$ cat src/sv/edfs_pkg.sv
// Shared types and constants of the EDF job scheduler.
// No dependencies; used by edfs_cell and edf_job_scheduler.
`default_nettype none
package edfs_pkg;

  localparam int unsigned DefMaxTasks  = 8;
  localparam int unsigned DefQueueDepth = 16;
  localparam int unsigned MaxReport    = 8;

  localparam logic [1:0] CMD_LOAD   = 2'd0;
  localparam logic [1:0] CMD_TICK   = 2'd1;
  localparam logic [1:0] CMD_FINISH = 2'd2;

  localparam logic KIND_TICK   = 1'b0;
  localparam logic KIND_REPORT = 1'b1;

  // Operation broadcast to every queue cell at once.
  typedef struct packed {
    logic ins;   // insert new job in deadline order
    logic pop;   // drop the head, all entries move one cell toward the head
    logic dec;   // head runs one unit
  } edfs_op_t;

endpackage
`default_nettype wire

$ cat src/sv/edfs_cell.sv
// One cell of the sorted job queue: valid, slot, absolute deadline, remaining time.
// Depends on edfs_pkg.
`default_nettype none
module edfs_cell #(
  parameter int unsigned SW = 3
) (
  input  wire                 clk_i,
  input  wire                 rst_ni,
  input  edfs_pkg::edfs_op_t  op_i,
  input  wire                 dec_en_i,    // only the head cell decrements
  input  wire [SW-1:0]        new_slot_i,
  input  wire [31:0]          new_dl_i,
  input  wire [15:0]          new_rem_i,
  input  wire                 gb_left_i,   // new job sorts before the left neighbor
  input  wire                 left_v_i,
  input  wire [SW-1:0]        left_slot_i,
  input  wire [31:0]          left_dl_i,
  input  wire [15:0]          left_rem_i,
  input  wire                 right_v_i,
  input  wire [SW-1:0]        right_slot_i,
  input  wire [31:0]          right_dl_i,
  input  wire [15:0]          right_rem_i,
  output logic                gb_o,
  output logic                v_o,
  output logic [SW-1:0]       slot_o,
  output logic [31:0]         dl_o,
  output logic [15:0]         rem_o
);
  import edfs_pkg::*;

  logic          v_q, v_d;
  logic [SW-1:0] slot_q, slot_d;
  logic [31:0]   dl_q, dl_d;
  logic [15:0]   rem_q, rem_d;

  // Ties: lower slot first, then older job, so equal keys stay ahead.
  assign gb_o = !v_q || (new_dl_i < dl_q) || ((new_dl_i == dl_q) && (new_slot_i < slot_q));

  always_comb begin
    v_d = v_q; slot_d = slot_q; dl_d = dl_q; rem_d = rem_q;
    if (op_i.pop) begin
      v_d = right_v_i; slot_d = right_slot_i; dl_d = right_dl_i; rem_d = right_rem_i;
    end else if (op_i.ins) begin
      if (gb_left_i) begin
        v_d = left_v_i; slot_d = left_slot_i; dl_d = left_dl_i; rem_d = left_rem_i;
      end else if (gb_o) begin
        v_d = 1'b1; slot_d = new_slot_i; dl_d = new_dl_i; rem_d = new_rem_i;
      end
    end else if (op_i.dec && dec_en_i) begin
      rem_d = rem_q - 16'd1;
    end
  end

  always_ff @(posedge clk_i or negedge rst_ni) begin
    if (!rst_ni) begin
      v_q <= 1'b0;
    end else begin
      v_q <= v_d;
    end
  end

  always_ff @(posedge clk_i) begin
    slot_q <= slot_d;
    dl_q   <= dl_d;
    rem_q  <= rem_d;
  end

  assign v_o    = v_q;
  assign slot_o = slot_q;
  assign dl_o   = dl_q;
  assign rem_o  = rem_q;

endmodule
`default_nettype wire

$ cat src/sv/edf_job_scheduler.sv
// Top level of the EDF job scheduler: task table, tick sequencer, release divider,
// per-slot counters and the chain of queue cells. Depends on edfs_pkg, edfs_cell.
//
// channel  dir  handshake               payload
// s_axis   in   s_axis_tvalid/tready    tuser=command, tdata=slot,period,deadline,exec
// m_axis   out  m_axis_tvalid/tready    tuser=result_kind, tlast=last, tdata=outcome
// cfg      in   cfg_we_i                cfg_wdata_i = tasks_in_use
//
// Sequence: a load is written into the table as it is accepted. A tick walks the slots in use,
// runs the remainder check for each slot whose period needs it (bit-serial divider, one
// bit a cycle), drops expired jobs one by one, runs the head job and sends the output beat.
// A finish pops every queued job, counting it as killed, then sends the report beats.
// Reset clears queue valids, table, counters; tasks_in_use resets to 1.
// s_axis_tready is high only while idle; a stalled m_axis beat holds everything.
`default_nettype none
module edf_job_scheduler #(
  parameter int unsigned MAX_TASKS   = edfs_pkg::DefMaxTasks,
  parameter int unsigned QUEUE_DEPTH = edfs_pkg::DefQueueDepth
) (
  input  wire         clk_i,
  input  wire         rst_ni,
  input  wire         s_axis_tvalid,
  output logic        s_axis_tready,
  // [2:0] task_slot, [18:3] period, [34:19] relative_deadline, [50:35] exec_time
  input  wire  [55:0] s_axis_tdata,
  // [1:0] command
  input  wire  [1:0]  s_axis_tuser,
  output logic        m_axis_tvalid,
  input  wire         m_axis_tready,
  // [2:0] running_slot, [3] idle, [4] job_finished, [9:5] lost_this_tick,
  // [10] queue_overflow, [42:11] tick_number, [58:43] lost_total,
  // [74:59] complete_total, [90:75] killed_total, [95:91] zero
  output logic [95:0] m_axis_tdata,
  // [0] result_kind
  output logic        m_axis_tuser,
  output logic        m_axis_tlast,
  input  wire         cfg_we_i,
  input  wire  [3:0]  cfg_wdata_i
);
  import edfs_pkg::*;

  localparam int unsigned SW = (MAX_TASKS > 1) ? $clog2(MAX_TASKS) : 1;

  typedef enum logic [2:0] {
    ST_IDLE, ST_REL, ST_DIV, ST_DROP, ST_RUN, ST_KILL, ST_REP, ST_OUT
  } state_e;

  state_e state_q;

  // configuration
  logic [3:0] tiu_q;
  logic [3:0] n_act, n_rep;
  always_comb begin
    n_act = (tiu_q == 4'd0) ? 4'd1 : tiu_q;
    if (32'(n_act) > MAX_TASKS) n_act = 4'(MAX_TASKS);
    n_rep = (32'(n_act) > MaxReport) ? 4'(MaxReport) : n_act;
  end

  // input fields
  logic [2:0]  in_slot;
  logic [15:0] in_period, in_dl, in_exec;
  assign in_slot   = s_axis_tdata[2:0];
  assign in_period = s_axis_tdata[18:3];
  assign in_dl     = s_axis_tdata[34:19];
  assign in_exec   = s_axis_tdata[50:35];

  logic in_acc;
  assign s_axis_tready = (state_q == ST_IDLE);
  assign in_acc = s_axis_tvalid && s_axis_tready;

  // task table, per-slot counters
  logic [15:0] tbl_p_q [MAX_TASKS];
  logic [15:0] tbl_d_q [MAX_TASKS];
  logic [15:0] tbl_e_q [MAX_TASKS];
  logic [15:0] lost_q  [MAX_TASKS];
  logic [15:0] cmpl_q  [MAX_TASKS];
  logic [15:0] kill_q  [MAX_TASKS];

  logic [31:0] tick_q;
  logic [3:0]  s_q;          // release walk / report index
  logic [4:0]  div_cnt_q;
  logic [15:0] div_r_q;
  logic [4:0]  lost_tick_q;
  logic        ovf_q;

  logic [SW-1:0] s_idx;
  assign s_idx = SW'(s_q);

  // queue chain
  logic            v   [QUEUE_DEPTH+1];
  logic [SW-1:0]   sl  [QUEUE_DEPTH+1];
  logic [31:0]     dlv [QUEUE_DEPTH+1];
  logic [15:0]     rmv [QUEUE_DEPTH+1];
  logic            gb  [QUEUE_DEPTH];
  edfs_op_t        op;

  logic [31:0] new_dl;
  logic [32:0] dl_sum;
  assign dl_sum = {1'b0, tick_q} + {17'd0, tbl_d_q[s_idx]};
  assign new_dl = dl_sum[32] ? 32'hFFFF_FFFF : dl_sum[31:0];

  assign v[QUEUE_DEPTH]   = 1'b0;
  assign sl[QUEUE_DEPTH]  = '0;
  assign dlv[QUEUE_DEPTH] = '0;
  assign rmv[QUEUE_DEPTH] = '0;

  for (genvar i = 0; i < QUEUE_DEPTH; i++) begin : g_cell
    edfs_cell #(.SW(SW)) u_cell (
      .clk_i       (clk_i),
      .rst_ni      (rst_ni),
      .op_i        (op),
      .dec_en_i    (i == 0),
      .new_slot_i  (s_idx),
      .new_dl_i    (new_dl),
      .new_rem_i   (tbl_e_q[s_idx]),
      .gb_left_i   ((i == 0) ? 1'b0 : gb[(i == 0) ? 0 : i-1]),
      .left_v_i    ((i == 0) ? 1'b0 : v[(i == 0) ? 0 : i-1]),
      .left_slot_i (sl[(i == 0) ? 0 : i-1]),
      .left_dl_i   (dlv[(i == 0) ? 0 : i-1]),
      .left_rem_i  (rmv[(i == 0) ? 0 : i-1]),
      .right_v_i   (v[i+1]),
      .right_slot_i(sl[i+1]),
      .right_dl_i  (dlv[i+1]),
      .right_rem_i (rmv[i+1]),
      .gb_o        (gb[i]),
      .v_o         (v[i]),
      .slot_o      (sl[i]),
      .dl_o        (dlv[i]),
      .rem_o       (rmv[i])
    );
  end

  logic full, head_v;
  logic [SW-1:0] head_slot;
  assign full      = v[QUEUE_DEPTH-1];
  assign head_v    = v[0];
  assign head_slot = sl[0];

  // bit-serial remainder: tick_q mod period, MSB first
  logic [16:0] div_t;
  logic [16:0] div_n;
  assign div_t = {div_r_q, tick_q[5'd31 - div_cnt_q]};
  assign div_n = (div_t >= {1'b0, tbl_p_q[s_idx]}) ? div_t - {1'b0, tbl_p_q[s_idx]} : div_t;

  logic s_in_range;
  assign s_in_range = (s_q < n_act);

  logic rel_fire;
  assign rel_fire = ((state_q == ST_REL) && s_in_range && (tick_q == 32'd0)) ||
                    ((state_q == ST_DIV) && (div_cnt_q == 5'd31) && (div_n == 17'd0));

  logic drop_now, run_done;
  assign drop_now = (state_q == ST_DROP) && head_v && (dlv[0] <= tick_q);
  assign run_done = (state_q == ST_RUN) && head_v && (rmv[0] <= 16'd1);

  always_comb begin
    op.ins = rel_fire && !full;
    op.pop = drop_now || run_done || ((state_q == ST_KILL) && head_v);
    op.dec = (state_q == ST_RUN) && head_v && !run_done;
  end

  logic out_acc, rep_mode_q;
  assign out_acc = m_axis_tvalid && m_axis_tready;

  // sequencer and output register
  always_ff @(posedge clk_i or negedge rst_ni) begin
    if (!rst_ni) begin
      state_q       <= ST_IDLE;
      tiu_q         <= 4'd1;
      tick_q        <= '0;
      s_q           <= '0;
      div_cnt_q     <= '0;
      div_r_q       <= '0;
      lost_tick_q   <= '0;
      ovf_q         <= 1'b0;
      rep_mode_q    <= 1'b0;
      m_axis_tvalid <= 1'b0;
      m_axis_tdata  <= '0;
      m_axis_tuser  <= KIND_TICK;
      m_axis_tlast  <= 1'b0;
      for (int j = 0; j < MAX_TASKS; j++) begin
        tbl_p_q[j] <= '0; tbl_d_q[j] <= '0; tbl_e_q[j] <= '0;
        lost_q[j]  <= '0; cmpl_q[j]  <= '0; kill_q[j]  <= '0;
      end
    end else begin
      if (cfg_we_i) tiu_q <= cfg_wdata_i;
      unique case (state_q)
        ST_IDLE: begin
          if (in_acc) begin
            unique case (s_axis_tuser)
              CMD_LOAD: begin
                if (32'(in_slot) < MAX_TASKS) begin
                  tbl_p_q[SW'(in_slot)] <= in_period;
                  tbl_d_q[SW'(in_slot)] <= in_dl;
                  tbl_e_q[SW'(in_slot)] <= in_exec;
                end
              end
              CMD_TICK: begin
                s_q <= '0; lost_tick_q <= '0; ovf_q <= 1'b0;
                state_q <= ST_REL;
              end
              CMD_FINISH: begin
                for (int j = 0; j < MAX_TASKS; j++) kill_q[j] <= '0;
                state_q <= ST_KILL;
              end
              default: ;
            endcase
          end
        end
        ST_REL: begin
          if (!s_in_range) begin
            state_q <= ST_DROP;
          end else if (tick_q == 32'd0 || tbl_p_q[s_idx] == 16'd0) begin
            s_q <= s_q + 4'd1;
          end else begin
            div_cnt_q <= '0; div_r_q <= '0;
            state_q <= ST_DIV;
          end
        end
        ST_DIV: begin
          div_r_q   <= div_n[15:0];
          div_cnt_q <= div_cnt_q + 5'd1;
          if (div_cnt_q == 5'd31) begin
            s_q <= s_q + 4'd1;
            state_q <= ST_REL;
          end
        end
        ST_DROP: begin
          if (drop_now) begin
            if (lost_q[head_slot] != 16'hFFFF) lost_q[head_slot] <= lost_q[head_slot] + 16'd1;
            if (lost_tick_q != 5'd31) lost_tick_q <= lost_tick_q + 5'd1;
          end else begin
            state_q <= ST_RUN;
          end
        end
        ST_RUN: begin
          if (run_done && cmpl_q[head_slot] != 16'hFFFF)
            cmpl_q[head_slot] <= cmpl_q[head_slot] + 16'd1;
          // totals are zero in a tick outcome
          m_axis_tdata  <= {5'd0, 16'd0, 16'd0, 16'd0, tick_q, ovf_q, lost_tick_q,
                            run_done, !head_v, head_v ? 3'(head_slot) : 3'd0};
          m_axis_tuser  <= KIND_TICK;
          m_axis_tlast  <= 1'b1;
          m_axis_tvalid <= 1'b1;
          rep_mode_q    <= 1'b0;
          tick_q        <= tick_q + 32'd1;
          state_q       <= ST_OUT;
        end
        ST_KILL: begin
          if (head_v) begin
            if (kill_q[head_slot] != 16'hFFFF) kill_q[head_slot] <= kill_q[head_slot] + 16'd1;
          end else begin
            s_q <= '0;
            state_q <= ST_REP;
          end
        end
        ST_REP: begin
          // idle, finished, lost and overflow bits are zero in a report line
          m_axis_tdata  <= {5'd0, kill_q[s_idx], cmpl_q[s_idx], lost_q[s_idx], tick_q,
                            8'd0, 3'(s_q)};
          m_axis_tuser  <= KIND_REPORT;
          m_axis_tlast  <= (s_q + 4'd1 == n_rep);
          m_axis_tvalid <= 1'b1;
          rep_mode_q    <= 1'b1;
          s_q           <= s_q + 4'd1;
          state_q       <= ST_OUT;
        end
        ST_OUT: begin
          if (out_acc) begin
            m_axis_tvalid <= 1'b0;
            if (rep_mode_q && !m_axis_tlast) begin
              state_q <= ST_REP;
            end else begin
              if (rep_mode_q) begin
                tick_q <= '0;
                for (int j = 0; j < MAX_TASKS; j++) begin
                  lost_q[j] <= '0; cmpl_q[j] <= '0;
                end
              end
              state_q <= ST_IDLE;
            end
          end
        end
        default: state_q <= ST_IDLE;
      endcase
      if (rel_fire && full) ovf_q <= 1'b1;
    end
  end

  // checks
  a_ins_room: assert property (@(posedge clk_i) disable iff (!rst_ni)
    op.ins |-> !full) else $error("insert into full queue");
  a_pop_valid: assert property (@(posedge clk_i) disable iff (!rst_ni)
    op.pop |-> head_v) else $error("pop of empty queue");
  a_ready_no_out: assert property (@(posedge clk_i) disable iff (!rst_ni)
    s_axis_tready |-> !m_axis_tvalid) else $error("input taken while beat pending");
  a_kill_empties: assert property (@(posedge clk_i) disable iff (!rst_ni)
    (state_q == ST_REP) |-> !head_v) else $error("report with jobs still queued");

endmodule
`default_nettype wire

$ cat config.mk
export PLATFORM = sky130hd
export DESIGN_NAME = edf_job_scheduler
export DESIGN_NICKNAME = d
export VERILOG_FILES = /design/src/sv/edfs_pkg.sv /design/src/sv/edfs_cell.sv /design/src/sv/edf_job_scheduler.sv
export SDC_FILE = /design/constraint.sdc
export NUM_CORES = 2
export LEC_CHECK = 0
export BUFFER_PORTS_ARGS = -buffer_cell sky130_fd_sc_hd__buf_2
export CORE_MARGIN = 1
export CORE_UTILIZATION = 50
export DETAILED_ROUTE_END_ITERATION = 7
export MAX_ROUTING_LAYER = met4
export PLACE_DENSITY = 0.66
export SKIP_CTS_REPAIR_TIMING = 1
export SYNTH_ARGS = -nofsm -noshare
export SYNTH_HDL_FRONTEND = slang
export SYNTH_SLANG_ARGS = --single-unit
$ cat constraint.sdc
create_clock -name clk_i -period 16.2 [get_ports clk_i]
set_input_delay 2.43 -clock clk_i [delete_from_list [all_inputs] [get_ports clk_i]]
set_output_delay 2.43 -clock clk_i [all_outputs]
set_load 0.02 [all_outputs]
==> results.md <==
| Metric | Value |
|---|---|
| Final #Nets | 10412 |
| Residual antenna-violating net count after detailed routing | 0 |
| Post-synthesis adder-cell area fraction | 0.0711 |
| Final setup violating endpoints | 0 |
| Outcome | finished clean |
| Most area-hungry cell type in the Yosys netlist | dfrtp_1 |
| Worst slew margin | 0.0875 |
| Leading post-synthesis cells by cell area | dfrtp_1 (23%), edfxtp_1 (22%), ha_1 (7.1%) |
| Xor-xnor portion of the synthesized cell area | 0.00814 |
| Pin slew with the least headroom to its limit | 1.37 ns |
| Number of buffers on the longest clock path | 3 |
| Setup Slack @ Placement | 5.86 ns |
| DR WL/cell | 26.5 um |
| Largest stage delay on the critical path | 0.84 ns |
| RSZ-0062 raised after global routing | no |
| Setup TNS | 0 ns |
| Count of max-cap constraint violations | 0 |
| Number of max-slew violations in the final report | 0 |
| Die H | 459 um |
| Io pins | 167 |
| DIE AREA | 211000 um2 |
| Worst voltage drop across the vdd grid | 0.326 mV |
| Post-synthesis sequential element count | 1764 |
| Worst EP required | 16.76 ns |
| Initial DRC Count | 9985 |
| Portion of netlist area occupied by mux cells | 0.157 |
| Clock buffers created by TritonCTS | 194 |
| Design Power | 0.0140 W |
| Average via count per standard cell | 6.57 |
| Min Tclk post-route | 10.28 ns |
| Count of H-tree levels built during CTS | 4 |
| Leading cell types by count after synthesis | o21ai_0 (1180), dfrtp_1 (947), nand3_1 (779) |
| Total number of yosys warnings | 0 |
| Final cycle utilization of the critical path | 0.635 |
| Largest net degree at the start of global routing | 204 |
| Total Wirelength | 338000 um |
| Primary flip-flop cell chosen by synthesis mapping | dfrtp_1 |
| Placer Congestion | 0.952 |
| Final worst-path setup slack | 5.92 ns |
| Max Clk Rate | 97.3 MHz |
| CP most frequent cell | buf_4 |
| Main combinational cell family by area after synthesis | multiplexers |
| Site Rows | 167 |
| CTS Sinks | 1764 |
| Sequential fraction of the synthesis area | 0.457 |
| Number of cells produced by synthesis | 9947 |
| Number of I/O port buffers | 156 |
| Endpoint type of the worst setup path | flop |
| Total area of multi-input combinational cells | 52200 um2 |
| Total vias in the final route | 83565 |
| Sequential cell area in the final layout | 47700 um2 |
| Compound-cell area share of the yosys netlist | 0.150 |
| Async set-reset flop share out of synthesis | 0.537 |
| Critical-path top delay cell | dfrtp_4 |
| Floorplan Core Area | 207000 um2 |
| Die Width | 459 um |
| Total count of hold-check failures in the final report | 0 |
| Number of fill cells in the layout | 17990 |
| Clock network latency to the later pin of the worst-skew pair | 0.89 ns |
| Number of global-route vias before repair | 82665 |
| Area share of and/or/nand/nor cells after synthesis | 0.107 |
| Worst endpoint data arrival time | 10.84 ns |
| Number of remaining DRC errors | 0 |
| Final hold slack | 0.453 ns |
| Share of the synthesized area in the top cell type | 0.227 |
| Static leakage | 46.9 nW |
| Clock root buffer master | clkbuf_16 |
| Maximum fanout along the worst path | 35 |
| Post-synthesis cell area | 104000 um2 |
| DRT Pass-1 Iters | 7 |
| Synth-to-layout area growth | 9.59% |
| Chain of cells forming the critical path | buf_4, mux4_2, mux2_2, ha_1, a21boi_0, o211ai_1, a311oi_1, and2_1, a31oi_4, buf_4, buf_4, ha_1, nand3_1, nor3_1, nor3b_1, a21boi_0, a311o_1, nor2_1, nor2_4, buf_4, mux2i_1, o21ai_0 |
| Setup crit start kind | flop |
| Worst min path class | flop to flop |
| First-pass GRT wire length | 512000 um |
| Placed Instance Area | 108000 um2 |
| Power density normalized to cell area | 122 nW/um2 |
| Initial antenna violation count | 15 |
| Number of enable-type register cells in the synthesized netlist | 765 |
| Clock transition at path regs | 0.06 ns |
| Worst Setup Path Type | flop to flop |
| CTS tree | yes |
| Unique cell type count in the Yosys netlist | 99 |
| Post-route cell area | 114000 um2 |
| Remaining Overflow, GRT | 0 |
| Mean cell area of the mapped netlist | 10.5 um2 |
| Ratio of cells with drive above 1 in the final layout | 0.151 |
| Starting density of the core | 0.504 |
| Most frequently used cell type in the post-synthesis netlist | o21ai_0 |
| Combined global-route utilization of all metal layers | 0.325 |
| HPWL reported at the end of detailed placement | 223000 um |
| Final clock skew | 0.0562 ns |
[routing by layer]
layer | wire length [um] | track usage
met1 | 143000 | 0.447
met2 | 147000 | 0.466
met3 | 35500 | 0.0758
met4 | 12500 | 0.119
met5 | 0 | -
[state kept, by name, summed over array words and instances (netlist names), 5 cells and up]
name,cells
lost_tick_q,5
tbl_d_q,128
cmpl_q,128
div_r_q,16
tbl_p_q,128
m_axis_tdata,91
tick_q,32
div_cnt_q,5
lost_q,128
tbl_e_q,128
g_cell.u_cell.dl_o,512
kill_q,128
g_cell.u_cell.rem_o,256
g_cell.u_cell.slot_o,48
g_cell.u_cell.v_o,16
[worst max-delay path: cells and delay by family (launching register included)]
kind | cells | cell delay (ns)
DFF | 1 | 0.84
and+or+nand+nor | 6 | 2.70
adders and majority gates | 2 | 0.71
AOI/OAI and AO/OA | 7 | 2.44
buffers and inverters | 4 | 1.88
muxes | 3 | 1.22
[through the flow]
| stage | cells | utilization |
|---|---|---|
| floorplan | 9951 | - |
| global placement | 12345 | 0.520 |
| detailed placement | 12345 | 0.520 |
| CTS | 12707 | 0.552 |
| global route | 12719 | 0.552 |
| finish | 12723 | 0.552 |
[cells by family (layout without fill, tap and decap cells)]
group,Yosys count,count (layout)
and+or+nand+nor,2345,2345
other,1,21
xor gates and xnor gates,97,97
buffers and inverters,1322,1290
muxes,1280,1280
DFF,1764,1764
AOI/OAI and AO/OA,2546,2546
adders and majority gates,592,592
[area by class of cell]
cell class / instances / share of cell area
antenna: 16 / 0.000350
clock buffer: 284 / 0.0489
clock inverter: 78 / 0.00842
inverter: 587 / 0.0193
multi-input combinational: 6865 / 0.456
sequential: 1764 / 0.417
tap: 2788 / 0.0305
timing repair buffer: 341 / 0.0197
[cell usage in the layout (no fill, tap or decap), types with 51 or more instances in the layout]
cell          n
inv_1       581
clkbuf_1     55
nand3_1     776
edfxtp_1    765
nand2_1     571
nor3_1      123
a21o_1       94
buf_2       155
buf_4       179
mux2_2      479
clkbuf_16   199
nand4_1     114
o2bb2ai_1   135
nor2_1      445
ha_1        590
xnor2_1      71
mux4_2      235
o211ai_1     67
a22o_1      172
a211oi_1     70
dfxtp_1      51
o21ai_0    1167
mux2i_1     565
a21oi_1     436
dfrtp_1     943
[power breakdown]
part           leakage, nW  switching [W]  internal [W]
sequential            20.0       0.000286       0.00487
combinational         23.7        0.00298       0.00129
clock                 3.20        0.00197       0.00262
[final timing paths]
kind | from | end | slack (ns) | cells after the start
hold reg to reg | g_cell[15].u_cell.dl_o[15] | g_cell[15].u_cell.dl_o[15] | 0.45 | 2
hold / removal | g_cell[15].u_cell.dl_o[15] | g_cell[15].u_cell.dl_o[15] | 0.45 | 2
setup reg to reg | s_q[0] | g_cell[7].u_cell.dl_o[26] | 5.92 | 22
setup / recovery | s_q[0] | g_cell[7].u_cell.dl_o[26] | 5.92 | 22
min in group asynchronous | rst_ni | tbl_d_q[118] | 1.54 | 1
max in group asynchronous | rst_ni | m_axis_tdata[68] | 11.61 | 4
(Power assumes the default switching activity.)
